### src/sv/kce_pkg.sv
// ----------------------------------------------------------------------------
// kce_pkg
// Shared types, codes, constants and helpers of the keyframe curve evaluator.
// ----------------------------------------------------------------------------
package kce_pkg;

  localparam int unsigned MAX_KEYS_DEF = 16;
  localparam int unsigned MW           = 49;

  localparam logic signed [23:0] ONE_Q16  = 24'sh010000;
  localparam logic signed [23:0] MAX24    = 24'sh7fffff;
  localparam logic signed [23:0] MIN24    = 24'sh800000;
  localparam logic [46:0]        PROD_CAP = 47'h4000_0000_0000;

  typedef enum logic [1:0] {
    CMD_EVAL = 2'd0,
    CMD_INS  = 2'd1,
    CMD_REM  = 2'd2,
    CMD_CLR  = 2'd3
  } cmd_e;

  typedef enum logic [1:0] {
    STAT_OK       = 2'd0,
    STAT_FULL     = 2'd1,
    STAT_BAD_IDX  = 2'd2,
    STAT_ZERO_SEG = 2'd3
  } status_e;

  typedef enum logic [1:0] {
    MODE_STEP    = 2'd0,
    MODE_LINEAR  = 2'd1,
    MODE_HERMITE = 2'd2
  } mode_e;

  typedef enum logic [1:0] {
    ED_NONE,
    ED_INS,
    ED_REM
  } edit_e;

  typedef enum logic [3:0] {
    MS_U2,
    MS_U3,
    MS_M0,
    MS_M1,
    MS_H00,
    MS_H10,
    MS_H01,
    MS_H11,
    MS_LIN
  } mul_step_e;

  typedef enum logic [2:0] {
    S_IDLE,
    S_EDIT,
    S_SEL,
    S_CHK,
    S_DIV,
    S_MSTART,
    S_MWAIT,
    S_FIN
  } state_e;

  typedef struct packed {
    logic signed [23:0] t;
    logic signed [23:0] v;
    logic signed [23:0] tin;
    logic signed [23:0] tout;
  } key_t;

  typedef struct packed {
    key_t lo;
    key_t hi;
    logic last;
  } seg_t;

  typedef struct packed {
    edit_e      op;
    key_t       key;
    logic [3:0] idx;
  } cell_ctrl_t;

  function automatic logic signed [23:0] sat24(input logic signed [49:0] x);
    logic signed [23:0] r;
    if (x > 50'(MAX24)) begin
      r = MAX24;
    end else if (x < 50'(MIN24)) begin
      r = MIN24;
    end else begin
      r = x[23:0];
    end
    return r;
  endfunction

endpackage

### src/sv/kce_qmul.sv
// ----------------------------------------------------------------------------
// kce_qmul
// Sequential Q16 multiplier: four 24x24 partial products accumulated in turn,
// result (|a*b| >> 16) capped at 2^46 with the sign restored.
// ----------------------------------------------------------------------------
module kce_qmul import kce_pkg::*; (
  input  logic                 clk_i,
  input  logic                 rst_ni,
  input  logic                 start_i,
  input  logic signed [MW-1:0] a_i,
  input  logic signed [MW-1:0] b_i,
  output logic                 done_o,
  output logic signed [47:0]   r_o
);

  logic        busy_q, busy_d, done_q, done_d;
  logic [1:0]  cnt_q, cnt_d;
  logic [47:0] ma_q, ma_d, mb_q, mb_d, pp;
  logic [23:0] la, lb;
  logic        neg_q, neg_d;
  logic [95:0] acc_q, acc_d, pp_sh;
  logic [MW-1:0] abs_a, abs_b;
  logic [79:0] hi;
  logic [46:0] m;

  assign abs_a = a_i[MW-1] ? MW'(-a_i) : MW'(a_i);
  assign abs_b = b_i[MW-1] ? MW'(-b_i) : MW'(b_i);
  assign la    = cnt_q[0] ? ma_q[47:24] : ma_q[23:0];
  assign lb    = cnt_q[1] ? mb_q[47:24] : mb_q[23:0];
  assign pp    = la * lb;

  always_comb begin
    case ({1'b0, cnt_q[0]} + {1'b0, cnt_q[1]})
      2'd0:    pp_sh = {48'b0, pp};
      2'd1:    pp_sh = {24'b0, pp, 24'b0};
      2'd2:    pp_sh = {pp, 48'b0};
      default: pp_sh = '0;
    endcase
  end

  always_comb begin
    busy_d = busy_q;
    done_d = 1'b0;
    cnt_d  = cnt_q;
    ma_d   = ma_q;
    mb_d   = mb_q;
    neg_d  = neg_q;
    acc_d  = acc_q;
    if (start_i) begin
      busy_d = 1'b1;
      cnt_d  = '0;
      ma_d   = abs_a[47:0];
      mb_d   = abs_b[47:0];
      neg_d  = a_i[MW-1] ^ b_i[MW-1];
      acc_d  = '0;
    end else if (busy_q) begin
      acc_d = acc_q + pp_sh;
      cnt_d = cnt_q + 2'd1;
      if (cnt_q == 2'd3) begin
        busy_d = 1'b0;
        done_d = 1'b1;
      end
    end
  end

  always_ff @(posedge clk_i or negedge rst_ni) begin
    if (!rst_ni) begin
      busy_q <= 1'b0;
      done_q <= 1'b0;
      cnt_q  <= '0;
    end else begin
      busy_q <= busy_d;
      done_q <= done_d;
      cnt_q  <= cnt_d;
    end
  end

  always_ff @(posedge clk_i) begin
    ma_q  <= ma_d;
    mb_q  <= mb_d;
    neg_q <= neg_d;
    acc_q <= acc_d;
  end

  assign hi     = acc_q[95:16];
  assign m      = (hi > 80'(PROD_CAP)) ? PROD_CAP : hi[46:0];
  assign r_o    = neg_q ? -$signed({1'b0, m}) : $signed({1'b0, m});
  assign done_o = done_q;

endmodule

### config.mk
export PLATFORM = sky130hd
export DESIGN_NAME = kce_qmul
export DESIGN_NICKNAME = d
export VERILOG_FILES = /design/src/sv/kce_pkg.sv /design/src/sv/kce_qmul.sv
export SDC_FILE = /design/constraint.sdc
export NUM_CORES = 2
export LEC_CHECK = 0
export BUFFER_PORTS_ARGS = -buffer_cell sky130_fd_sc_hd__buf_2
export CAP_MARGIN = 20
export CELL_PAD_IN_SITES_DETAIL_PLACEMENT = 0
export CELL_PAD_IN_SITES_GLOBAL_PLACEMENT = 1
export CORE_ASPECT_RATIO = 0.5
export CORE_UTILIZATION = 54
export DETAILED_ROUTE_END_ITERATION = 16
export HOLD_SLACK_MARGIN = 0.02
export PLACE_DENSITY_LB_ADDON = 0.25
export SETUP_SLACK_MARGIN = 0.15
export SLEW_MARGIN = 40
export SYNTH_ARGS = -nofsm -noshare
export SYNTH_HDL_FRONTEND = slang
export SYNTH_SLANG_ARGS = --single-unit
### constraint.sdc
create_clock -name clk_i -period 25.4 [get_ports clk_i]
set_input_delay 2.54 -clock clk_i [delete_from_list [all_inputs] [get_ports clk_i]]
set_output_delay 2.54 -clock clk_i [all_outputs]
set_load 0.005 [all_outputs]
==> results.md <==
- Post-synth top area cell: fa_1
- Synth top area cells: fa_1 28%, ha_1 9.8%, edfxtp_1 8.3%
- Slew at the pin closest to its max-slew limit: 0.9581 ns
- Mapped Cells: 4168
- Gp weighted congestion: 1.010
- Vias/cell: 6.074
- DRC viols: 0
- Clock Skews: 0.01437 ns
- Synth warn: 0
- Critical path's most frequent cell: fa_1
- Cell Area, Synth: 35130 sq um
- WS Path Type: reg -> reg
- Hold Path Cell Cnt: 2
- Unrepaired setup endpoints after global routing: false
- Synth Flop Type: edfxtp_1
- CP arrival: 13.76 ns
- Final hold viol count: 0
- Number of port buffers: 149
- Largest net degree at the start of global routing: 74
- Top delay family on crit path: adder cells
- Core Area: 63680 sq um
- CP Capture Type: register
- Post-CTS Setup Bufs: 0
- Overflow after GRT: 0
- Clock latency on the worst-skew pair: 0.51 ns
- Asr flop ratio synth: 0.02030
- Sink Count: 197
- Area of the die: 66150 sq um
- Share of the synthesized area in the top cell type: 0.2752
- Number of flops mapped to enable cells by yosys: 97
- Slowest CP cell: dfrtp_2
- H-tree depth: 4
- Synth Register Bits: 197
- Net Count, Synth: 5026
- Max Fclk: 74.68 MHz
- Period utilization: 0.5272
- First-pass GRT wire length: 189200 um
- Post-CTS Resized: 0
- Worst hold slack: 0.4844 ns
- Initial antenna violation count: 12
- Required @ worst endpoint: 25.77 ns
- CTS root buf: clkbuf_16
- Mean Syn Cell Area: 8.429 sq um
- Num CTS Buffers: 17
- Row Count: 65
- Cts hold-fix bufs: 0
- Nets: 5062
- Pre-antenna DRT Iters: 8
- Total number of vias: 30930
- Worst Min Path Start: acc_q[4]
- Total Routed Length: 123900 um
- Final Util: 0.5899
- GRT Resource Usage Total: 0.3825
- Fin. max-slew vios: 0
- Netlist cell types: 82
- CP peak stage delay: 0.80 ns
- Setup Viol. Count Final: 0
- Share of layout cells above drive strength 1: 0.08584
- Reg2reg path depth: 43
- Clk buf depth: 2
- CP Max Fanout: 28
- Avg WL per Cell: 24.33 um
- Status: complete, no violations
- Initial Util: 0.5517
- CTS tree: done
- Logic depth of the worst setup path including buffers: 43
- Setup TNS: 0 ns
- Rel. slew slack: 0.3591
- Clock slew at reported path FFs: 0.09 ns
- CP Launch Point: cnt_q[0]
- Maxcap violations: 0
- Hpwl dp: 98990 um
- Post-route ant nets: 0
- Hold/Removal Path Class: reg -> reg
- Worst reg2reg path startpoint: cnt_q[0]
- 1st-iter DRT viols: 2945
- Vias in the first global route: 30880
- Chip width: 362.7 um
- Register area share after synthesis: 0.1405
- Die Ht: 182.4 um
- Number of I/O pins: 150
- P&R area growth vs syn: 6.920%
- Crit path buf inv count: 8
- Startpoint Class: register
- Crit path time final: 13.39 ns
[final cells by class]
class / instances / area [sq um]
Multi-Input combinational cell: 3162 / 27300
Fill cell: 5857 / 26120
Sequential cell: 197 / 4941
Inverter: 609 / 2286
Timing Repair Buffer: 217 / 1287
Tap cell: 871 / 1090
Clock buffer: 17 / 425.4
Clock inverter: 15 / 217.7
Antenna cell: 5 / 12.51
[flip-flops by register name (all words and copies together), names as in the netlist]
name	count
acc_q	96
busy_q	1
cnt_q	2
done_o	1
ma_q	48
mb_q	48
neg_q	1
[stage by stage]
stage / area [sq um] / std cells / setup slack [ns]
after floorplan: 35130 / 4168 / 14.27
after global placement: 36770 / 5054 / 12.45
after detailed placement: 36870 / 5055 / 12.19
after CTS: 37510 / 5087 / 12.11
after global routing: 37560 / 5093 / 11.24
final: 37560 / 5093 / 12.01
[worst register-to-register path: cells and delay by family (launching register included)]
family,cells,cell delay (ns)
simple gates,8,1.97
buf+inv,8,1.15
compound gates,15,3.87
mux,1,0.61
fa+ha+maj,9,4.31
flops,1,0.80
xor+xnor,2,0.57
[final timing paths]
path                             endpoint  slack (ns)
worst max register to register  acc_q[84]       12.01
max in group asynchronous        cnt_q[0]       23.39
worst min-delay path             acc_q[4]        0.48
min in group asynchronous          busy_q        1.85
worst min register to register   acc_q[4]        0.48
worst max-delay path            acc_q[84]       12.01
[metal layers]
| layer | GRT usage | up-vias | part of all wire |
|---|---|---|---|
| met5 | 0 | - | 0.00020 |
| li1 | - | 13800 | - |
| met2 | 0.5957 | 1431 | 0.44 |
| met4 | 0.1340 | 4 | 0.041 |
| met1 | 0.5164 | 15450 | 0.42 |
| met3 | 0.09891 | 250 | 0.098 |
[cells by family (layout without fill, tap and decap cells)]
| group | count (synthesis) | in the layout | share of synthesized area |
|---|---|---|---|
| xor gates and xnor gates | 249 | 249 | 0.06207 |
| muxes | 142 | 142 | 0.04210 |
| DFF | 197 | 197 | 0.1405 |
| buffers and inverters | 809 | 858 | 0.08651 |
| adders and majority gates | 757 | 757 | 0.3728 |
| other | 0 | 5 | 0 |
| AOI/OAI and AO/OA | 713 | 713 | 0.1328 |
| and+or+nand+nor | 1301 | 1301 | 0.1632 |
[cell usage after synthesis, types with 33 or more instances]
cell	n
ha_1	274
nand3_1	39
fa_1	483
edfxtp_1	97
inv_1	609
nand2_1	471
o22ai_1	41
mux2i_1	96
clkbuf_1	191
mux2_2	46
a21o_1	75
o31ai_1	43
xnor2_1	163
dfxtp_1	96
xor2_1	86
or3_1	33
a21oi_1	178
nor2_1	510
o21ai_0	146
nand4_1	42
[cell usage in the layout (no fill, tap or decap), types with 19 or more instances in the layout]
cell type  count
a211oi_1      23
a21o_1        75
a21oi_1      178
a31oi_1       19
and2_1        31
buf_2        146
buf_4         67
dfxtp_1       96
edfxtp_1      97
fa_1         483
ha_1         274
inv_1        609
mux2_2        46
mux2i_1       87
nand2_1      471
nand2b_1      21
nand3_1       39
nand4_1       42
nor2_1       506
nor2b_1       21
nor3_1        31
nor4_1        19
o21a_1        23
o21ai_0      145
o21bai_1      28
o22ai_1       41
o31ai_1       43
or3_1         33
or4_1         28
xnor2_1      160
xor2_1        81
Power is left out: the tool's default activity adds up to more than one toggle a clock period on the data nets, which glitch-free logic cannot reach.
