$ cat src/sv/kce_div.sv
// ----------------------------------------------------------------------------
// kce_div
// Bit-serial restoring divider for the segment fraction (mag << 16) / dt,
// one quotient bit per cycle, with an overflow flag for quotients >= 2^24.
// ----------------------------------------------------------------------------
module kce_div (
  input  logic        clk_i,
  input  logic        rst_ni,
  input  logic        start_i,
  input  logic [24:0] mag_i,
  input  logic [23:0] div_i,
  output logic        done_o,
  output logic [23:0] q_o,
  output logic        ovf_o
);

  logic        busy_q, busy_d, done_q, done_d;
  logic [4:0]  cnt_q, cnt_d;
  logic [24:0] rem_q, rem_d, trial;
  logic [23:0] sh_q, sh_d, q_q, q_d, div_q, div_d;
  logic        ovf_q, ovf_d, ge;

  assign trial = {rem_q[23:0], sh_q[23]};
  assign ge    = trial >= {1'b0, div_q};

  always_comb begin
    busy_d = busy_q;
    done_d = 1'b0;
    cnt_d  = cnt_q;
    rem_d  = rem_q;
    sh_d   = sh_q;
    q_d    = q_q;
    div_d  = div_q;
    ovf_d  = ovf_q;
    if (start_i) begin
      busy_d = 1'b1;
      cnt_d  = '0;
      rem_d  = 25'(mag_i[24:8]);
      ovf_d  = 25'(mag_i[24:8]) >= {1'b0, div_i};
      sh_d   = {mag_i[7:0], 16'b0};
      q_d    = '0;
      div_d  = div_i;
    end else if (busy_q) begin
      rem_d = ge ? trial - {1'b0, div_q} : trial;
      q_d   = {q_q[22:0], ge};
      sh_d  = {sh_q[22:0], 1'b0};
      cnt_d = cnt_q + 5'd1;
      if (cnt_q == 5'd23) begin
        busy_d = 1'b0;
        done_d = 1'b1;
      end
    end
  end

  always_ff @(posedge clk_i or negedge rst_ni) begin
    if (!rst_ni) begin
      busy_q <= 1'b0;
      done_q <= 1'b0;
      cnt_q  <= '0;
    end else begin
      busy_q <= busy_d;
      done_q <= done_d;
      cnt_q  <= cnt_d;
    end
  end

  always_ff @(posedge clk_i) begin
    rem_q <= rem_d;
    sh_q  <= sh_d;
    q_q   <= q_d;
    div_q <= div_d;
    ovf_q <= ovf_d;
  end

  assign done_o = done_q;
  assign q_o    = q_q;
  assign ovf_o  = ovf_q;

endmodule

$ cat config.mk
export PLATFORM = sky130hd
export DESIGN_NAME = kce_div
export DESIGN_NICKNAME = d
export VERILOG_FILES = /design/src/sv/kce_div.sv
export SDC_FILE = /design/constraint.sdc
export NUM_CORES = 1
export LEC_CHECK = 0
export ABC_AREA = 1
export BUFFER_PORTS_ARGS = -buffer_cell sky130_fd_sc_hd__buf_2
export CAP_MARGIN = 10
export CORE_ASPECT_RATIO = 0.5
export CORE_UTILIZATION = 25
export CTS_CLUSTER_SIZE = 24
export DETAILED_ROUTE_END_ITERATION = 8
export PLACE_DENSITY = 0.47
export SLEW_MARGIN = 30
export SYNTH_ARGS = -nofsm -noshare
export SYNTH_HDL_FRONTEND = slang
export SYNTH_SLANG_ARGS = --single-unit
$ cat constraint.sdc
create_clock -name clk_i -period 4.35 [get_ports clk_i]
set_input_delay 0 -clock clk_i [delete_from_list [all_inputs] [get_ports clk_i]]
set_output_delay 0 -clock clk_i [all_outputs]
set_load 0.01 [all_outputs]
==> results of run 1 <==
[worst max-delay path by stage]
stage	to	slack, ps	cells past startpoint
floorplan	rem_q[14]$_DFFE_PP_	2190	11
global placement	rem_q[16]$_DFFE_PP_	1730	11
detailed placement	rem_q[15]$_DFFE_PP_	1700	10
CTS	rem_q[15]$_DFFE_PP_	1690	10
global route	rem_q[16]$_DFFE_PP_	1440	10
finish	rem_q[12]$_DFFE_PP_	1720	11
[sequential cells by signal, indices dropped and copies added (netlist names)]
name    flops
busy_q      1
q_o        24
div_q      24
rem_q      24
done_o      1
sh_q        8
ovf_o       1
cnt_q       5
[layout make-up]
class                   instances  area share [%]
repair buffers                125            12.7
flip-flops and latches         88            34.0
inverters                     109            6.06
clock buffers                  11            3.76
well taps                     273            5.06
clock inverters                 5           0.648
multi-input cells             457            37.7
[per-layer routing]
metal	GRT usage (%)	routed length (um)	vias to the layer above
li1	-	-	2451
met1	20.3	7860	2178
met2	21.3	5900	70
met3	3.16	655	11
met4	4.31	192	0
met5	0	0	-
[critical path, cell delays in order, from the launching register on]
cell and delay, ps:
edfxtp_1 440, ha_1 420, nand2_1 130, nor2_2 190, and3_1 180, nand3_1 80
nand3_1 130, nor2_4 60, nand2_4 360, nand3_1 150, o211ai_1 150, nand2_1 90
[synthesized netlist by cell type, drive strengths merged]
| cell | number | area share, % |
|---|---|---|
| o22ai | 22 | 2.6 |
| and2 | 1 | 0.12 |
| xnor2 | 8 | 1.3 |
| buf | 7 | 0.94 |
| o21ai | 35 | 3.4 |
| xor2 | 4 | 0.66 |
| edfxtp | 50 | 28 |
| a21o | 7 | 0.98 |
| and3 | 2 | 0.23 |
| nor2 | 51 | 3.8 |
| clkinv | 1 | 0.070 |
| or2 | 7 | 0.82 |
| nand3 | 28 | 2.6 |
| o21bai | 2 | 0.28 |
| nor4 | 1 | 0.12 |
| nand4 | 10 | 1.2 |
| a211oi | 2 | 0.28 |
| o211ai | 6 | 0.84 |
| fa | 1 | 0.38 |
| dfrtp | 7 | 3.3 |
| o21a | 2 | 0.28 |
| nand3b | 3 | 0.66 |
| ha | 42 | 9.8 |
| nand2 | 177 | 13 |
| dfxtp | 31 | 12 |
| inv | 108 | 7.6 |
| nor3 | 9 | 0.94 |
| or4 | 1 | 0.14 |
| a31oi | 1 | 0.12 |
| clkbuf | 8 | 0.56 |
| a21oi | 35 | 3.3 |
[report_power, final]
| part | switching (mW) | internal (mW) |
|---|---|---|
| clock | 0.359 | 0.432 |
| sequential | 0.0743 | 1.03 |
| combinational | 0.947 | 0.561 |
| total | 1.38 | 2.02 |
[stage by stage]
step | util [%] | power, mW | cell area (um^2) | hold slack [ps] | std cells
global route | 32.6 | 3.70 | 6760 | 14.7 | 1068
floorplan | - | 2.24 | 5340 | -296 | 669
detailed placement | 28.9 | 2.59 | 6000 | -153 | 1006
finish | 32.6 | 3.40 | 6760 | 8.17 | 1068
CTS | 32.6 | 3.44 | 6760 | 0.0674 | 1068
global placement | 28.9 | 2.60 | 6000 | -151 | 1006
[kinds of logic (layout without fill, tap and decap cells)]
group                      Yosys count  in the layout  share of synthesized area (%)
and+or+nand+nor                    290            290                           23.6
DFF                                 88             88                           43.1
AOI/OAI and AO/OA                  112            112                           12.0
adders and majority gates           43             43                           10.2
xor gates and xnor gates            12             12                           1.97
buffers and inverters              124            250                           9.17
[repair_timing]
item,in CTS,in global routing
hold buffers,46,0
hold endpoints to repair,52,0
buffers inserted,0,0
==> impl_metrics.yaml, run 1 <==
outcome:
  status: "completed"
clock_network:
  clock_path_buffers: 2
  clk_latency_ps: 360
  clkSinkCount: 88
  cts_tree: "built"
  cts_buffers: 9
  post_cts_resized: 0
  root_buffer: "clkbuf_16"
  cts_max_level: 3
  clk_pin_slew_ps: 70
critical_path:
  cp.required_ps: 4450
  worstReg2RegEnd: "rem_q[12]$_DFFE_PP_"
  r2r_cells: 11
  cp-start-kind: "flip-flop"
  rr_startpoint: "rem_q[10]$_DFFE_PP_"
  cp-end-kind: "flip-flop"
  worstPathArrival_ps: 2740
  worst-setup-path-type: "flip-flop to flip-flop"
  rrSetupSlack_ps: 1720
  cp_max_fo: 46
  crit_start: "rem_q[10]$_DFFE_PP_"
power_and_ir_drop:
  p_leak_nw: 3.23
  ir_worst_vdd_mv: 0.266
  p_per_area_nw_per_um2: 504
logic_synthesis:
  seq_area_frac_synth_pct: 43.1
  syn_area_um2: 5340
  ys_types: 43
  syn_avg_cell_area_um2: 7.97
  synth.net_count: 764
  yosys_warnings: 0
  synth_cells: 669
  ys_ff_latch: 88
finish:
  n_antenna_cell: 0
  final_cell_mix: "170 x nand2_1, 108 x inv_1, 77 x buf_2"
  seq_area_um2: 2300
  multi_input_area_um2: 2550
  syn_to_final_growth_pct: 26.6
  fin_nets: 885
  num-fill-cells: 2223
  drive_gt1_share_pct: 14.1
  layout_commonest_cell: "nand2_1"
floorplanning:
  io_pins: 78
  die_area_um2: 22000
  start_util_pct: 25.7
  die_h_um: 105
  core_area_um2: 20700
  rows: 37
  die_x_um: 209
timing:
  layout_min_cycle_time_ps: 2630
  period_share_pct: 60.5
  timing.fmax_mhz: 380
  worst_slack_ps: 1720
  final_max_slew_viol_count: 0
  setup-violations-final: 0
  tightest_slew_ps: 810
  hold_viol: 0
  tns_ps: 0
  timing.slew.headroom_pct: 45.8
  rsz0062_at_grt: "no"
  fin_skew_ps: 10.6
grt:
  grt_max_degree: 47
  antenna_found_initial: 0
  grt_overflow_total: 0
  grt_pass1_vias: 4713
  grt.total_usage_pct: 14.2
  grt_pass1_wl_mm: 24.4
routing:
  avgViaCountPerCell: 4.41
  vias: 4710
  wl_per_cell_um: 13.7
  antenna_left: 0
  dr.pass1.iters: 5
  initialDrtViolationCount: 299
  wl_mm: 14.6
  post-route-drc-count: 0
placed_design:
  dpl.hpwl_mm: 11.1
  place_ws_ps: 1700
  io_buffer_count: 77
  gp_congestion: 0.936
worst_hold_path:
  hold_path_class: "input pin to asynchronous set/reset pin"
flow_run:
  drv_cap: 0
Power figures use the tool's default switching activity.
==> inputs of run 2 (changes only) <==
--- a/config.mk
+++ b/config.mk
@@ -12,7 +12,7 @@
 export CORE_UTILIZATION = 25
 export CTS_CLUSTER_SIZE = 24
 export DETAILED_ROUTE_END_ITERATION = 8
-export PLACE_DENSITY = 0.47
+export PLACE_DENSITY = 0.49
 export SLEW_MARGIN = 30
 export SYNTH_ARGS = -nofsm -noshare
 export SYNTH_HDL_FRONTEND = slang
==> constraint.sdc (replaced) <==
create_clock -name clk_i -period 2.2 [get_ports clk_i]
set_input_delay 0 -clock clk_i [delete_from_list [all_inputs] [get_ports clk_i]]
set_output_delay 0 -clock clk_i [all_outputs]
set_load 0.01 [all_outputs]
==> run 2 against run 1 <==
The run now ends with negative setup slack left. First-iteration DRC count down 7.7%. Register-to-register slack got worse by 1700 ps. Total power rose to 2.8 times the previous value. Core utilization increased by 7.6 points. Flip-flop and latch count is the same. Fmax rose by 19%. Clock power rose by 98%. Setup slack lost 1700 ps. Combinational power rose to 3.7 times the previous value. Largest cell class unchanged.
==> impl_metrics.yaml, run 2 (synthesized netlist as in run 1, its figures left out) <==
finish:
  num-fill-cells: 2166
  final_cell_mix: "146 x nand2_1, 91 x buf_4, 89 x inv_1"
  fin_util_pct: 40.2
  syn_to_final_growth_pct: 56.3
  drive_gt1_share_pct: 37.3
  n_antenna_cell: 0
  layout_commonest_cell: "nand2_1"
  fin_nets: 992
floorplanning:
  die_area_um2: 22000
  die_h_um: 105
  start_util_pct: 25.7
  io_pins: 78
  rows: 37
  die_x_um: 209
  core_area_um2: 20700
clock_network:
  clk_latency_ps: 360
  clock_path_buffers: 2
  cts_tree: "built"
  cts_buffers: 9
  cts_max_level: 3
  clk_pin_slew_ps: 80
  root_buffer: "clkbuf_16"
  clkSinkCount: 88
timing:
  hold_viol: 0
  timing.slew.headroom_pct: 56.1
  worst_slack_ps: -14.3
  layout_min_cycle_time_ps: 2210
  timing.fmax_mhz: 452
  hold_ws_ps: 25.5
  fin_skew_ps: 13.1
  setup-violations-final: 3
  period_share_pct: 101
  final_max_slew_viol_count: 0
  rsz0062_at_grt: "yes"
  tightest_slew_ps: 657
routing:
  wl_per_cell_um: 14.1
  vias: 5123
  initialDrtViolationCount: 276
  dr.pass1.iters: 4
  avgViaCountPerCell: 4.36
  wl_mm: 16.6
  antenna_left: 0
  post-route-drc-count: 0
critical_path:
  r2r_cells: 11
  rr_startpoint: "rem_q[11]$_DFFE_PP_"
  cp_max_fo: 8
  cp.required_ps: 2460
  worst-setup-path-type: "flip-flop to flip-flop"
  crit_start: "rem_q[11]$_DFFE_PP_"
  cp-end-kind: "flip-flop"
  cp-start-kind: "flip-flop"
  worstPathArrival_ps: 2480
placed_design:
  dpl.hpwl_mm: 12.0
  io_buffer_count: 77
  gp_congestion: 0.894
grt:
  grt_pass1_vias: 5030
  grt.total_usage_pct: 15.7
  grt_max_degree: 46
  grt_overflow_total: 0
  grt_pass1_wl_mm: 26.5
  antenna_found_initial: 1
power_and_ir_drop:
  ir_worst_vdd_mv: 0.580
  p_per_area_nw_per_um2: 1130
  finalPower_mw: 9.42
  p_leak_nw: 3.88
worst_hold_path:
  hold_path_class: "input pin to asynchronous set/reset pin"
flow_run:
  drv_cap: 0
outcome:
  status: "complete, but fails checks"
  violations: "negative setup slack"
-- run 2: final timing paths --
kind                                     endpoint  slack (ps)
max                        rem_q[23]$_SDFFE_PP0P_         -10
max in group asynchronous        done_o$_DFF_PN0_        2010
min in group clk_i            rem_q[11]$_DFFE_PP_          40
max reg2reg                rem_q[23]$_SDFFE_PP0P_         -10
min                          cnt_q[3]$_DFFE_PN0P_          30
min reg2reg                  q_o[23]$_SDFFE_PP0P_         460
-- run 2: what timing repair did --
action                                  CTS  global route
hold buffers                             49             0
buffers inserted                         13             9
gates resized for setup                  84           100
pin swaps                                28            28
hold endpoints to repair                 55             0
cloned                                    1             0
endpoints found under the setup margin   25            25
-- run 2: report_power, final --
part           internal, mW  switching, mW  total, mW  leakage, nW
Combinational          2.80           2.78       5.59         2.88
Sequential             2.04          0.218       2.26        0.859
Clock                 0.804          0.770       1.57        0.149
Total                  5.65           3.77       9.42         3.88
-- run 2: worst max-delay path: stages (launching register included) --
cell      delay [ps]
edfxtp_1         450
ha_4             280
a21oi_4          170
o21ai_4           90
a21oi_4          160
nor2_2            60
nor2_4           220
nand2_8          130
buf_8            160
or2_2            280
nand3_2           70
nand2_1           40
-- run 2: cell type report --
type / count / area [um^2] / area share [%]
Multi-Input combinational cell: 458 / 3260 / 39.1
Sequential cell: 88 / 2300 / 27.6
Timing Repair Buffer: 231 / 1730 / 20.8
Inverter: 109 / 412 / 4.94
Tap cell: 273 / 342 / 4.10
Clock buffer: 9 / 225 / 2.70
Clock inverter: 7 / 71.3 / 0.855
-- run 2: through the flow --
step	setup WS, ps	std cells	setup TNS (ps)	instance area [um^2]
floorplan	42.2	669	0	5340
global placement	-245	1087	-4900	6620
detailed placement	-300	1087	-5560	6620
CTS	1.33	1166	0	7900
global route	-118	1175	-1750	8340
finish	-14.3	1175	-37.6	8340
-- run 2: metal layers --
layer	track usage, %	part of all wire (%)	up-vias
li1	-	-	2670
met1	22.3	50	2360
met2	23.7	44	79
met3	3.69	4.8	14
met4	4.04	1.2	0
met5	0	0	-
==> inputs of run 3 (changes only) <==
--- a/config.mk
+++ b/config.mk
@@ -5,7 +5,6 @@
 export SDC_FILE = /design/constraint.sdc
 export NUM_CORES = 1
 export LEC_CHECK = 0
-export ABC_AREA = 1
 export BUFFER_PORTS_ARGS = -buffer_cell sky130_fd_sc_hd__buf_2
 export CAP_MARGIN = 10
 export CORE_ASPECT_RATIO = 0.5
==> run 3 against run 2 <==
The flow still finishes with violations (negative setup slack). Core utilization rose by 0.11 points. Sequential power fell by 2%. Flip-flop and latch count did not move. Die area fell by 2.3%. Sequential share of layout area rose by 1.1 points. Cell count fell by 14%. Critical endpoint is now rem_q[20]$_SDFFE_PP0P_.
==> impl_metrics.yaml, run 3 <==
outcome:
  status: "complete, but fails checks"
  violations: "negative setup slack"
clock_network:
  cts_tree: "built"
  clkSinkCount: 88
  cts_max_level: 3
  clock_path_buffers: 2
  root_buffer: "clkbuf_16"
  clk_latency_ps: 350
  clk_pin_slew_ps: 70
  cts_buffers: 9
grt:
  grt_busiest_layer: "met2"
  grt_use_met3_pct: 3.45
  grt.total_usage_pct: 13.1
  antenna_found_initial: 0
  grtUsageMet1_pct: 17.2
  grt_pass1_wl_mm: 22.4
  grt_overflow_total: 0
  grt_max_degree: 49
  grt_pass1_vias: 4623
  grt_util_met2_pct: 20.9
timing:
  layout_min_cycle_time_ps: 2770
  tightest_slew_ps: 657
  fin_skew_ps: 7.16
  timing.fmax_mhz: 361
  worst_slack_ps: -574
  timing.slew.headroom_pct: 56.2
  setup-violations-final: 25
  period_share_pct: 126
  hold_viol: 0
  final_max_slew_viol_count: 0
  rsz0062_at_grt: "yes"
logic_synthesis:
  yosys_warnings: 0
  async_flop_share_pct: 7.95
  yosysMostFrequentCell: "nor2_1"
  syn_area_um2: 5210
  ys_types: 63
  synth.top_cell.area_share_pct: 28.8
  synthTopCellsByArea: "edfxtp_1 29%, dfxtp_1 12%, ha_1 10%"
  synth_area_leader_cell: "edfxtp_1"
  synth.net_count: 615
  ys_top_cells_by_count: "68 x nor2_1, 54 x inv_1, 50 x edfxtp_1"
  ys_ff_latch: 88
  seq_area_frac_synth_pct: 44.1
  synth_cells: 520
  syn_avg_cell_area_um2: 10.0
  synth_edf_count: 50
  synth_flop_cell: "edfxtp_1"
routing:
  wl_per_cell_um: 13.3
  vias: 4471
  avgViaCountPerCell: 4.40
  dr.pass1.iters: 4
  antenna_left: 0
  post-route-drc-count: 0
  initialDrtViolationCount: 175
  wl_mm: 13.5
placed_design:
  place_inst: 940
  place_area_um2: 6720
  gp_congestion: 0.808
  dpl.hpwl_mm: 9.56
  io_buffer_count: 77
  place_ws_ps: -681
critical_path:
  cp_common_cell: "a211oi_2"
  cp-end-kind: "flip-flop"
  slowest_delay_ps: 390
  cp-start-kind: "flip-flop"
  cp.required_ps: 2470
  slowest_stage: "edfxtp_1"
  cp_max_fo: 3
  worstPathArrival_ps: 3050
  r2r_cells: 14
  rr_startpoint: "sh_q[23]$_DFFE_PP_"
  worst-setup-path-type: "flip-flop to flip-flop"
  worstReg2RegEnd: "rem_q[20]$_SDFFE_PP0P_"
  crit_start: "sh_q[23]$_DFFE_PP_"
  cp-endpoint: "rem_q[20]$_SDFFE_PP0P_"
  rrSetupSlack_ps: -570
  cp_cell_sequence: "inv_1, ha_2, inv_2, fa_2, a21o_1, a211oi_2, o21ai_2, a31o_2, nand2_2, nand2_4, a211oi_2, xnor2_1, mux2i_1, a211oi_1"
power_and_ir_drop:
  p_clk_share_pct: 17.2
  p_per_area_nw_per_um2: 1150
  p_leak_nw: 3.88
  switching_power_mw: 3.31
  ir_worst_vdd_mv: 0.474
  pwr-share-comb_pct: 58.8
  p_int_mw: 5.96
  pwr-share-seq_pct: 23.9
  swShare_pct: 35.7
finish:
  drive_gt1_share_pct: 42.2
  syn_to_final_growth_pct: 54.0
  layout_commonest_cell: "buf_4"
  final_cell_mix: "105 x buf_4, 76 x buf_2, 58 x nor2_1"
  fin_nets: 839
  n_antenna_cell: 0
  design_area_um2: 8020
  final_cell_count_no_fill: 1015
floorplanning:
  die_area_um2: 21500
  rows: 36
  io_pins: 78
  die_h_um: 104
  start_util_pct: 26.2
  core_area_um2: 19900
  die_x_um: 206
worst_hold_path:
  hold_path_class: "input pin to flip-flop"
flow_run:
  drv_cap: 0
[run 3: timing repair]
action / CTS / global route
endpoints found under the hold margin: 45 / 0
hold buffers: 40 / 0
pin swaps: 29 / 25
resized for setup: 56 / 35
cloned: 2 / 0
setup buffers: 14 / 5
endpoints found under the setup margin: 25 / 26
[run 3: through the flow]
stage	util (%)	hold slack, ps	power [mW]	TNS (ps)
after floorplan	-	-296	4.79	-8350
after global placement	33.8	-160	6.37	-13210
after detailed placement	33.8	-157	6.36	-16140
after CTS	39.3	2.65	9.04	-11350
after global routing	40.3	16.2	9.90	-14510
final	40.3	19.7	9.27	-11130
[run 3: cell type report]
| type | count | area [um^2] |
|---|---|---|
| Sequential cell | 88 | 2300 |
| Clock buffer | 12 | 279 |
| Tap cell | 266 | 333 |
| Multi-Input combinational cell | 353 | 3050 |
| Timing Repair Buffer | 238 | 1830 |
| Clock inverter | 4 | 31.3 |
| Fill cell | 1994 | 11900 |
| Inverter | 54 | 203 |
[run 3: kinds of logic after synthesis]
family,after synthesis,share of synthesized area (%)
adders and majority gates,43,10.5
DFF,88,44.1
xor gates and xnor gates,25,4.20
buffers and inverters,79,6.44
and+or+nand+nor,130,11.7
AOI/OAI and AO/OA,117,15.5
muxes,38,7.59
[run 3: how the worst min path moves through the flow]
stage          cells after the start  slack (ps)  startpoint             endpoint
4_1_cts                            3           3   mag_i[14]   rem_q[6]$_DFFE_PP_
5_1_grt                            3          20   mag_i[23]  rem_q[15]$_DFFE_PP_
6_report                           3          20   mag_i[14]   rem_q[6]$_DFFE_PP_
3_3_place_gp                       1        -160      rst_ni     done_o$_DFF_PN0_
3_5_place_dp                       1        -160      rst_ni     done_o$_DFF_PN0_
2_1_floorplan                      0        -300      rst_ni     busy_q$_DFF_PN0_
[run 3: routing by layer]
layer	vias to the layer above	part of all wire [%]
li1	2281	-
met1	2127	48
met2	51	47
met3	12	3.7
met4	0	1.3
met5	-	0
[run 3: worst max-delay path, delay by kind of cell (launching register included)]
family | cells | cell delay (ps)
AO/OA/AOI/OAI | 6 | 1280
buffers and inverters | 2 | 120
AND/OR/NAND/NOR | 2 | 150
flip-flops | 1 | 390
multiplexers | 1 | 90
adder cells (fa/ha/maj) | 2 | 520
XOR/XNOR | 1 | 150
[run 3: power by group through the flow]
stage / clock network (mW) / registers (mW) / logic, mW
finish: 1.60 / 2.22 / 5.45
global route: 1.72 / 2.25 / 5.94
CTS: 1.66 / 2.20 / 5.18
detailed placement: 0 / 2.23 / 4.14
global placement: 0 / 2.22 / 4.15
floorplan: 0 / 2.22 / 2.57
