**config.mk**
```make
export PLATFORM = sky130hd
export DESIGN_NAME = kce_cell
export DESIGN_NICKNAME = d
export VERILOG_FILES = /design/src/sv/kce_pkg.sv /design/src/sv/kce_cell.sv
export SDC_FILE = /design/constraint.sdc
export NUM_CORES = 1
export LEC_CHECK = 0
export ABC_AREA = 0
export BUFFER_PORTS_ARGS = -buffer_cell sky130_fd_sc_hd__clkbuf_2
export CORE_AREA = 10 10 220 222
export CTS_CLUSTER_DIAMETER = 50
export CTS_CLUSTER_SIZE = 12
export DETAILED_ROUTE_END_ITERATION = 7
export DIE_AREA = 0 0 230 232
export PLACE_DENSITY = 0.37
export SLEW_MARGIN = 10
export SYNTH_ARGS = -nofsm -noshare
export SYNTH_HDL_FRONTEND = slang
export SYNTH_SLANG_ARGS = --single-unit
```
**constraint.sdc**
```tcl
create_clock -name clk_i -period 13.5 [get_ports clk_i]
set_input_delay 1.35 -clock clk_i [delete_from_list [all_inputs] [get_ports clk_i]]
set_output_delay 1.35 -clock clk_i [all_outputs]
set_load 0.05 [all_outputs]
```
**src/sv/kce_pkg.sv**
```systemverilog
// ----------------------------------------------------------------------------
// kce_pkg
// Shared types, codes, constants and helpers of the keyframe curve evaluator.
// ----------------------------------------------------------------------------
package kce_pkg;

  localparam int unsigned MAX_KEYS_DEF = 16;
  localparam int unsigned MW           = 49;

  localparam logic signed [23:0] ONE_Q16  = 24'sh010000;
  localparam logic signed [23:0] MAX24    = 24'sh7fffff;
  localparam logic signed [23:0] MIN24    = 24'sh800000;
  localparam logic [46:0]        PROD_CAP = 47'h4000_0000_0000;

  typedef enum logic [1:0] {
    CMD_EVAL = 2'd0,
    CMD_INS  = 2'd1,
    CMD_REM  = 2'd2,
    CMD_CLR  = 2'd3
  } cmd_e;

  typedef enum logic [1:0] {
    STAT_OK       = 2'd0,
    STAT_FULL     = 2'd1,
    STAT_BAD_IDX  = 2'd2,
    STAT_ZERO_SEG = 2'd3
  } status_e;

  typedef enum logic [1:0] {
    MODE_STEP    = 2'd0,
    MODE_LINEAR  = 2'd1,
    MODE_HERMITE = 2'd2
  } mode_e;

  typedef enum logic [1:0] {
    ED_NONE,
    ED_INS,
    ED_REM
  } edit_e;

  typedef enum logic [3:0] {
    MS_U2,
    MS_U3,
    MS_M0,
    MS_M1,
    MS_H00,
    MS_H10,
    MS_H01,
    MS_H11,
    MS_LIN
  } mul_step_e;

  typedef enum logic [2:0] {
    S_IDLE,
    S_EDIT,
    S_SEL,
    S_CHK,
    S_DIV,
    S_MSTART,
    S_MWAIT,
    S_FIN
  } state_e;

  typedef struct packed {
    logic signed [23:0] t;
    logic signed [23:0] v;
    logic signed [23:0] tin;
    logic signed [23:0] tout;
  } key_t;

  typedef struct packed {
    key_t lo;
    key_t hi;
    logic last;
  } seg_t;

  typedef struct packed {
    edit_e      op;
    key_t       key;
    logic [3:0] idx;
  } cell_ctrl_t;

  function automatic logic signed [23:0] sat24(input logic signed [49:0] x);
    logic signed [23:0] r;
    if (x > 50'(MAX24)) begin
      r = MAX24;
    end else if (x < 50'(MIN24)) begin
      r = MIN24;
    end else begin
      r = x[23:0];
    end
    return r;
  endfunction

endpackage

```
**src/sv/kce_cell.sv**
```systemverilog
// ----------------------------------------------------------------------------
// kce_cell
// One key slot of the sorted key chain: holds a key, shifts on insert/remove
// and flags itself as the lower end of the segment holding the query time.
// ----------------------------------------------------------------------------
module kce_cell import kce_pkg::*; #(
  parameter int unsigned IDX = 0,
  parameter int unsigned CW  = 5
) (
  input  logic       clk_i,
  input  cell_ctrl_t ctrl_i,
  input  logic [CW-1:0] count_i,
  input  key_t       left_key_i,
  input  logic       left_lt_i,
  input  key_t       right_key_i,
  input  logic       right_le_i,
  input  logic       right_valid_i,
  output key_t       key_o,
  output logic       lt_o,
  output logic       le_o,
  output logic       valid_o,
  output logic       sel_o,
  output seg_t       seg_o
);

  localparam int unsigned XW = CW + 4;

  key_t key_q, key_d;
  logic valid, lt, le, sel;

  assign valid = CW'(IDX) < count_i;
  assign lt    = valid && (key_q.t < ctrl_i.key.t);
  assign le    = valid && (key_q.t <= ctrl_i.key.t);
  assign sel   = valid && ((IDX == 0) || le) && !right_le_i;

  always_comb begin
    key_d = key_q;
    case (ctrl_i.op)
      ED_INS: begin
        if (!lt) begin
          key_d = ((IDX == 0) || left_lt_i) ? ctrl_i.key : left_key_i;
        end
      end
      ED_REM: begin
        if (XW'(IDX) >= XW'(ctrl_i.idx)) begin
          key_d = right_key_i;
        end
      end
      default: begin
      end
    endcase
  end

  always_ff @(posedge clk_i) begin
    key_q <= key_d;
  end

  assign key_o   = key_q;
  assign lt_o    = lt;
  assign le_o    = le;
  assign valid_o = valid;
  assign sel_o   = sel;
  assign seg_o   = sel ? seg_t'{lo: key_q, hi: right_key_i, last: !right_valid_i} : '0;

endmodule

```
==> results.yml, run 1 <==
worst_setup_path:
  critPathKind: "input pin to primary output"
  start_kind: "input pin"
  reg2reg_slack_ns: 10.37
  reg2reg_to: "key_o[40]"
  cp_max_fo: 99
  end_kind: "primary output"
  timing.rr.start: "key_o[95]"
  worstRegToRegCells: 9
  cp.arrival_ns: 3.81
  required_ns: 12.15
logic_synthesis:
  synth.cell_area_sq_um: 6030
  yosys.area.top_type: "edfxtp_1"
  synthTopCellsByCount: "191 x and2_1, 96 x edfxtp_1, 96 x mux2_2"
  ys_ff_latch: 96
  synth_edf_count: 96
  syn-instance-count: 515
  yosysWarnings: 0
  ys_types: 33
  synth_area_leaders: "edfxtp_1 48%, and2_1 20%, mux2_2 18%, ha_1 5.0%, buf_2 1.8%"
  synth_area_per_cell_sq_um: 11.7
  seq_area_frac_synth_pct: 47.8
  syn_nets: 842
  yosysTopAreaCellShare_pct: 47.8
  async_flop_share_pct: 0
  yosys.cell_count.top_type: "and2_1"
  synthFlopType: "edfxtp_1"
clock_network:
  clockBufferDepth: 2
  clock_latency_ns: 0.38
  ctsHoldBuffers: 0
  cts.sinks: 96
  cts_tree: "built"
  postCtsSetupBuffers: 0
  cts_buffers: 9
  cts-htree-levels: 3
  path_clk_slew_ns: 0.07
  cts_resized: 0
  cts_root_buffer: "clkbuf_16"
hold_path:
  min_from: "ctrl_i[21]"
  min_to: "key_o[17]"
  hold_class: "input pin to flop"
  holdPathStages: 2
sta:
  skew_ns: 0.00758
  min_period_ns: 5.16
  timing.final.hold_violations: 0
  finalCritPeriodShare_pct: 38.2
  maxSlewViolCount: 0
  slew_headroom_pct: 47.4
  tightest_slew_ns: 0.789
  max_freq_mhz: 194
  hold_ws_ns: 1.26
  setup_viol: 0
  tns_ns: 0
  rsz0062_at_grt: "no"
final_layout:
  fin_nets: 1324
  drive_gt1_share_pct: 62.3
  area_delta_synth_final_pct: 56.4
  num_antenna_cells: 0
  n_fill_cell: 4867
  multiInputGateArea_sq_um: 2910
  largest_reg_flops: 96
  seq_area_sq_um: 2880
floorplanning:
  die_x_um: 230
  initial_core_util_pct: 13.7
  rows: 77
  die_h_um: 232
  core_area_sq_um: 43900
  die_area_sq_um: 53400
  ioPinCount: 596
detailed_routing:
  wl_per_cell_um: 17.4
  ant_nets: 0
  drc: 0
  vias_per_cell: 3.55
  num_vias: 5655
  wirelength_um: 27800
  drtIter0Drc: 131
  drtPass1Iterations: 4
global_route:
  grt-ovfl-total: 0
  antenna_found_initial: 1
  track_usage_pct: 10.1
  grt_pass1_vias: 6369
  grt_pass1_wl_um: 40500
  grt_start_max_net_pins: 100
placement:
  portBuffers: 498
  gp_congestion: 0.768
  post-dp-hpwl_um: 23000
flow_run:
  maxCapViolations: 0
power:
  power.density_nw_per_um2: 101
  power_leakage_uw: 0.00447
  peakVddDrop_v: 0.0000422
  totalPowerFinal_uw: 953
outcome:
  outcome: "finished clean"
layer usage:
| layer | GRT usage (%) | vias up | part of all wire (%) |
|---|---|---|---|
| met5 | 0 | - | 0 |
| met1 | 10.5 | 2604 | 39 |
| met3 | 4.26 | 21 | 8.9 |
| met4 | 4.46 | 0 | 2.2 |
| met2 | 17.7 | 295 | 50 |
| li1 | - | 2735 | - |
placed cells by master (no fill, tap or decap), types with 2 or more instances in the layout:
cell,n
buf_4,5
and2_1,191
nand2b_1,2
ha_1,24
nor2_4,2
a21oi_1,12
nand3_1,3
nand4_1,4
nand2_1,6
edfxtp_1,96
clkinvlp_4,3
clkbuf_16,9
nor3_1,2
inv_1,26
clkinv_2,2
mux2_2,96
o21ai_0,2
clkbuf_2,498
layout make-up:
cell class	instances	area share, %
clock buffer	10	2.43
sequential	96	30.6
timing repair buffer	503	26.8
tap	592	7.85
clock inverter	6	0.385
multi-input combinational	361	30.9
inverter	26	1.03
kinds of logic after synthesis:
kind of cell	Yosys count	synth area share [%]
flip-flops	96	47.8
buffers and inverters	58	4.32
multiplexers	96	17.9
AO/OA/AOI/OAI	21	2.03
AND/OR/NAND/NOR	220	22.9
adder cells (fa/ha/maj)	24	4.98
per-stage QoR:
| step | setup slack (ns) | instances | util, % | cell area [sq um] |
|---|---|---|---|---|
| after global placement | 8.33 | 1578 | 20.9 | 9170 |
| after CTS | 8.31 | 1594 | 21.5 | 9430 |
| final | 8.34 | 1594 | 21.5 | 9430 |
| after global routing | 8.13 | 1594 | 21.5 | 9430 |
| after detailed placement | 8.32 | 1578 | 20.9 | 9170 |
| after floorplan | 5.46 | 515 | - | 6030 |
where the power goes:
| group | switching, uW | internal, uW |
|---|---|---|
| Clock | 127 | 124 |
| Sequential | 10.1 | 350 |
| Combinational | 248 | 94.7 |
critical path: stages:
cell      delay [ns]
clkbuf_2        0.12
or4_4           0.53
nor2_4          0.26
nor2_4          0.04
buf_4           0.30
buf_4           0.44
and2_1          0.34
clkbuf_2        0.25
worst max-delay path by stage:
stage	from	endpoint	cells after the start
after floorplan	ctrl_i[95]	key_o[0]	9
after global placement	count_i[1]	seg_o[99]	8
after detailed placement	count_i[1]	seg_o[99]	8
after CTS	count_i[1]	seg_o[99]	8
after global routing	count_i[1]	seg_o[99]	8
final	count_i[0]	seg_o[99]	8
(Power assumes the default switching activity.)
==> run 2, diff against run 1 <==
- ABC_AREA: 0 -> 1
- CORE_AREA: 10 10 220 222 -> 10 10 225 227
- DIE_AREA: 0 0 230 232 -> 0 0 235 237
- PLACE_DENSITY: 0.37 -> 0.36
- clock period: 13.5 -> 4.8 ns (I/O delays scaled with it)
==> run 2 against run 1 <==
Against the previous run: combinational power increased to 2.8 times the previous value; hold slack got worse by 0.89 ns; first-iteration DRC count increased by 62%; sequential share of layout area decreased by 0.49 points; critical path type is now flop to flop; critical endpoint is now key_o[37]; highest routed layer unchanged.
==> results.yml, run 2 <==
outcome:
  outcome: "finished clean"
worst_setup_path:
  crit_start: "key_o[95]"
  cp_slowest_stage_delay_ns: 0.54
  endpoint: "key_o[37]"
  cp_max_fo: 49
  worst-path-stages: 9
  crit_family: "simple AND/OR/NAND/NOR gates"
  path_cells: "ha_1, a21oi_1, o21ai_0, nor2_1, nand4_1, nand3_1, nand2_1, nand2_4, buf_12"
  reg2reg_slack_ns: 1.69
  crit_slowest_cell: "nand2_4"
  critPathKind: "flop to flop"
  required_ns: 4.86
  crit_buf_inv: 1
  reg2reg_to: "key_o[37]"
  start_kind: "flop"
  end_kind: "flop"
  worstRegToRegCells: 9
  cp.arrival_ns: 3.17
  timing.rr.start: "key_o[95]"
sta:
  rsz0062_at_grt: "no"
  maxSlewViolCount: 0
  finalCritPeriodShare_pct: 64.8
  slew_headroom_pct: 36.7
  setup_viol: 0
  timing.final.hold_violations: 0
  skew_ns: 0.0127
  min_period_ns: 3.11
  tightest_slew_ns: 0.950
  max_freq_mhz: 321
  tns_ns: 0
power:
  power.density_nw_per_um2: 289
  power_leakage_uw: 0.00556
  net-switching-power_uw: 1150
  p_int_uw: 1620
  seq_power_share_pct: 36.7
  totalPowerFinal_uw: 2770
  p_comb_share_pct: 34.9
  clkPwrFrac_pct: 28.4
  peakVddDrop_v: 0.000142
  p_sw_share_pct: 41.5
clock_network:
  cts_tree: "built"
  cts_resized: 0
  cts-htree-levels: 3
  path_clk_slew_ns: 0.08
  clock_latency_ns: 0.39
  postCtsSetupBuffers: 0
  ctsHoldBuffers: 0
  cts.sinks: 96
  cts_root_buffer: "clkbuf_16"
  clockBufferDepth: 2
  cts_buffers: 9
logic_synthesis:
  yosys.area.top_type: "edfxtp_1"
  yosys.cell_count.top_type: "inv_1"
  synth_edf_count: 96
  seq_area_frac_synth_pct: 46.8
  async_flop_share_pct: 0
  synth_area_per_cell_sq_um: 7.27
  synthFlopType: "edfxtp_1"
  syn_nets: 1174
  synthTopCellsByCount: "231 x inv_1, 203 x nor2_1, 131 x nand2_1"
  ys_types: 18
  synth_area_leaders: "edfxtp_1 47%, inv_1 14%, nor2_1 12%, nand2_1 8.0%, o21ai_0 7.9%"
  synth.cell_area_sq_um: 6160
  yosysWarnings: 0
  yosysTopAreaCellShare_pct: 46.8
  syn-instance-count: 847
  ys_ff_latch: 96
detailed_routing:
  drtPass1Iterations: 4
  vias_per_cell: 3.47
  wirelength_um: 28800
  drtIter0Drc: 212
  wl_per_cell_um: 14.9
  ant_nets: 0
  drc: 0
  num_vias: 6710
final_layout:
  final_util_pct: 20.8
  seq_area_sq_um: 2880
  largest_reg_flops: 96
  drive_gt1_share_pct: 39.5
  final_common_cell: "clkbuf_2"
  instances_no_fill: 1932
  num_antenna_cells: 0
  final_cell_mix: "498 x clkbuf_2, 231 x inv_1, 203 x nor2_1"
  n_fill_cell: 5262
  fin_nets: 1647
  multiInputGateArea_sq_um: 2190
  area_delta_synth_final_pct: 55.6
floorplanning:
  ioPinCount: 596
  core_area_sq_um: 46200
  initial_core_util_pct: 13.3
  die_area_sq_um: 55700
  die_x_um: 235
  die_h_um: 237
  rows: 79
placement:
  post-dp-hpwl_um: 24200
  gp_congestion: 0.791
  portBuffers: 498
  dpl.cell_count: 1916
global_route:
  grt-ovfl-total: 0
  grt_pass1_vias: 7169
  grt_start_max_net_pins: 114
  antenna_found_initial: 0
  track_usage_pct: 10.1
  grt_pass1_wl_um: 43100
hold_path:
  holdPathStages: 3
  hold_class: "input pin to flop"
flow_run:
  maxCapViolations: 0
[run 2: power groups by stage]
stage                     Sequential [uW]  Combinational [uW]  Clock (uW)
final                                1020                 967         786
after global routing                 1020                1050         858
after CTS                            1020                 987         837
after detailed placement             1040                 986           0
after global placement               1040                 986           0
after floorplan                      1170                 549           0
[run 2: worst register-to-register path, delay by kind of cell (launching register included)]
| kind | cells | cell delay, ns |
|---|---|---|
| adder cells (fa/ha/maj) | 1 | 0.41 |
| AND/OR/NAND/NOR | 5 | 1.27 |
| flip-flops | 1 | 0.45 |
| buffers and inverters | 1 | 0.37 |
| AO/OA/AOI/OAI | 2 | 0.26 |
[run 2: cells by family after synthesis]
logic type	Yosys count	synth area share, %
simple gates	345	21.5
buf+inv	274	18.0
compound gates	108	8.86
flops	96	46.8
fa+ha+maj	24	4.88
[run 2: worst min-delay path by stage]
stage / startpoint / endpoint / slack, ns
final: ctrl_i[13] / key_o[9] / 0.37
after global routing: ctrl_i[14] / key_o[10] / 0.35
after CTS: ctrl_i[14] / key_o[10] / 0.32
after detailed placement: ctrl_i[13] / key_o[9] / 0.76
after global placement: ctrl_i[58] / key_o[54] / 0.76
after floorplan: ctrl_i[4] / key_o[0] / 0.67
[run 2: metrics by stage]
stage               hold slack [ns]  instance area (sq um)  setup slack, ns
finish                        0.369                   9580             1.69
detailed placement            0.763                   9280             1.40
global route                  0.350                   9580             1.40
global placement              0.761                   9280             1.39
CTS                           0.322                   9580             1.56
floorplan                     0.671                   6160            0.608
[run 2: area by class of cell]
class,count,share of cell area [%]
Sequential cell,96,30.1
Timing Repair Buffer,504,26.9
Multi-Input combinational cell,477,22.9
Inverter,232,9.09
Tap cell,607,7.92
Clock buffer,10,2.39
Clock inverter,6,0.783
[run 2: routing by layer]
metal / GRT usage [%] / share of wire, % / routed length, um
met1: 10.6 / 39 / 11400
met2: 17.6 / 50 / 14400
met3: 3.82 / 7.9 / 2290
met4: 4.71 / 2.7 / 767
met5: 0 / 0 / 0
==> run 3, diff against run 2 <==
- ABC_AREA: 1 -> 0
- CORE_AREA: 10 10 225 227 -> 10 10 222 224
- DIE_AREA: 0 0 235 237 -> 0 0 232 234
- clock period: 4.8 -> 3 ns (I/O delays scaled with it)
==> run 3 against run 2 <==
Against the previous run: the flow now finishes with violations (negative setup slack); first-iteration DRC count down 9.4%; combinational power up 71%; via count down 14%; critical path depth up 1; global-route usage down 0.077 points; die area down 2.5%; non-clock buffer count up 33; wire length down 0.37%; hold slack worse by 0.16 ns; core utilization up 1.5 points; clock power up 53%.
==> results.yml, run 3 (synthesized netlist as in run 1, its figures left out) <==
detailed_routing:
  num_vias: 5796
  vias_per_cell: 3.54
  ant_nets: 0
  wl_per_cell_um: 17.6
  drc: 0
  drtPass1Iterations: 4
  wirelength_um: 28700
  drtIter0Drc: 192
sta:
  fin_ws_ns: -0.0165
  setup_viol: 1
  slew_headroom_pct: 49.8
  tightest_slew_ns: 0.753
  skew_ns: 0.00919
  maxSlewViolCount: 0
  max_freq_mhz: 332
  timing.final.hold_violations: 0
  finalCritPeriodShare_pct: 101
  rsz0062_at_grt: "yes"
  min_period_ns: 3.02
global_route:
  grt_pass1_wl_um: 40200
  antenna_found_initial: 1
  grt-ovfl-total: 0
  grt_pass1_vias: 6348
  grt_start_max_net_pins: 100
  track_usage_pct: 10.0
final_layout:
  final_cell_mix: "496 x clkbuf_2, 191 x and2_1, 96 x mux2_2, 96 x edfxtp_1, 28 x buf_4"
  instances_no_fill: 1636
  fin_nets: 1358
  final_common_cell: "clkbuf_2"
  final_area_sq_um: 9990
  largest_reg_flops: 96
  final_util_pct: 22.2
  area_delta_synth_final_pct: 65.7
  num_antenna_cells: 0
  drive_gt1_share_pct: 64.3
power:
  p_sw_share_pct: 40.4
  totalPowerFinal_uw: 4470
  p_int_uw: 2660
  seq_power_share_pct: 36.2
  clkPwrFrac_pct: 26.8
  power.density_nw_per_um2: 448
  peakVddDrop_v: 0.000219
  power_leakage_uw: 0.00473
  net-switching-power_uw: 1810
  p_comb_share_pct: 37.0
worst_setup_path:
  start_kind: "flop"
  cp_max_fo: 2
  required_ns: 2.70
  cp.arrival_ns: 2.72
  critPathKind: "flop to primary output"
  end_kind: "primary output"
floorplanning:
  ioPinCount: 596
  die_area_sq_um: 54300
  core_area_sq_um: 44900
  initial_core_util_pct: 13.4
  die_x_um: 232
  die_h_um: 234
  rows: 78
clock_network:
  path_clk_slew_ns: 0.08
  ctsHoldBuffers: 0
  cts.sinks: 96
  cts_root_buffer: "clkbuf_16"
  clock_latency_ns: 0.39
  cts-htree-levels: 3
  clockBufferDepth: 2
  cts_buffers: 9
  cts_tree: "built"
placement:
  post-dp-hpwl_um: 23600
  placedInstanceArea_sq_um: 9410
  gp_congestion: 0.773
  portBuffers: 498
  post-place-ws_ns: 0.0793
  dpl.cell_count: 1597
outcome:
  outcome: "finished with violations"
  violations: "negative setup slack"
hold_path:
  hold_class: "input pin to flop"
flow_run:
  maxCapViolations: 0
-- run 3: cell types whose count changed in the layout (fill, tap and decap cells not counted), sizes merged, moves of 95 or more --
| cell | change |
|---|---|
| inv | -205 |
| mux2 | +96 |
| and2 | +190 |
| nor2 | -201 |
| nand2 | -126 |
| o21ai | -95 |
-- run 3: power groups by stage --
stage / Clock [uW] / Sequential, uW / Combinational (uW)
3_3_place_gp: 0 / 1650 / 1620
5_1_grt: 1340 / 1630 / 1760
6_report: 1200 / 1620 / 1650
2_1_floorplan: 0 / 1860 / 887
4_1_cts: 1300 / 1620 / 1640
3_5_place_dp: 0 / 1650 / 1620
-- run 3: what timing repair did --
| action | in CTS | in global routing |
|---|---|---|
| endpoints found under the setup margin | 2 | 51 |
| gates cloned | 0 | 3 |
| setup buffers | 9 | 11 |
| pin swaps | 7 | 7 |
| resized for setup | 5 | 5 |
-- run 3: worst max-delay path, stage by stage (launching register included) --
cell      delay, ns
edfxtp_1       0.43
ha_4           0.29
nand4_1        0.22
nor4_4         0.32
buf_4          0.16
buf_4          0.09
a21oi_2        0.06
and4_4         0.19
or2_4          0.24
a21oi_4        0.16
buf_12         0.16
-- run 3: path summary, 6_finish.rpt --
path,startpoint,to,slack [ns],depth (start not counted)
min,ctrl_i[31],key_o[27],0.21,2
max,key_o[91],le_o,-0.02,10
min reg2reg,key_o[95],key_o[51],1.46,7
max reg2reg,key_o[91],key_o[17],0.13,12
-- run 3: stage by stage --
stage | hold slack [ns] | TNS, ns
after global placement | 0.604 | 0
after detailed placement | 0.605 | 0
after global routing | 0.178 | -0.336
after floorplan | 0.520 | -101.72
final | 0.208 | -0.0165
after CTS | 0.156 | -0.201
-- run 3: layer usage --
| metal | up-vias | track usage (%) | share of wire, % |
|---|---|---|---|
| li1 | 2802 | - | - |
| met1 | 2677 | 10.3 | 38 |
| met2 | 296 | 17.9 | 51 |
| met3 | 19 | 4.01 | 9.1 |
| met4 | 2 | 4.23 | 1.9 |
| met5 | - | 0 | 0.045 |
-- run 3: final cells by class --
class / count / area, sq um
Clock buffer: 9 / 225
Timing Repair Buffer: 537 / 2970
Sequential cell: 96 / 2880
Inverter: 26 / 97.6
Multi-Input combinational cell: 361 / 3000
Clock inverter: 7 / 62.6
Fill cell: 4972 / 34900
Tap cell: 600 / 751
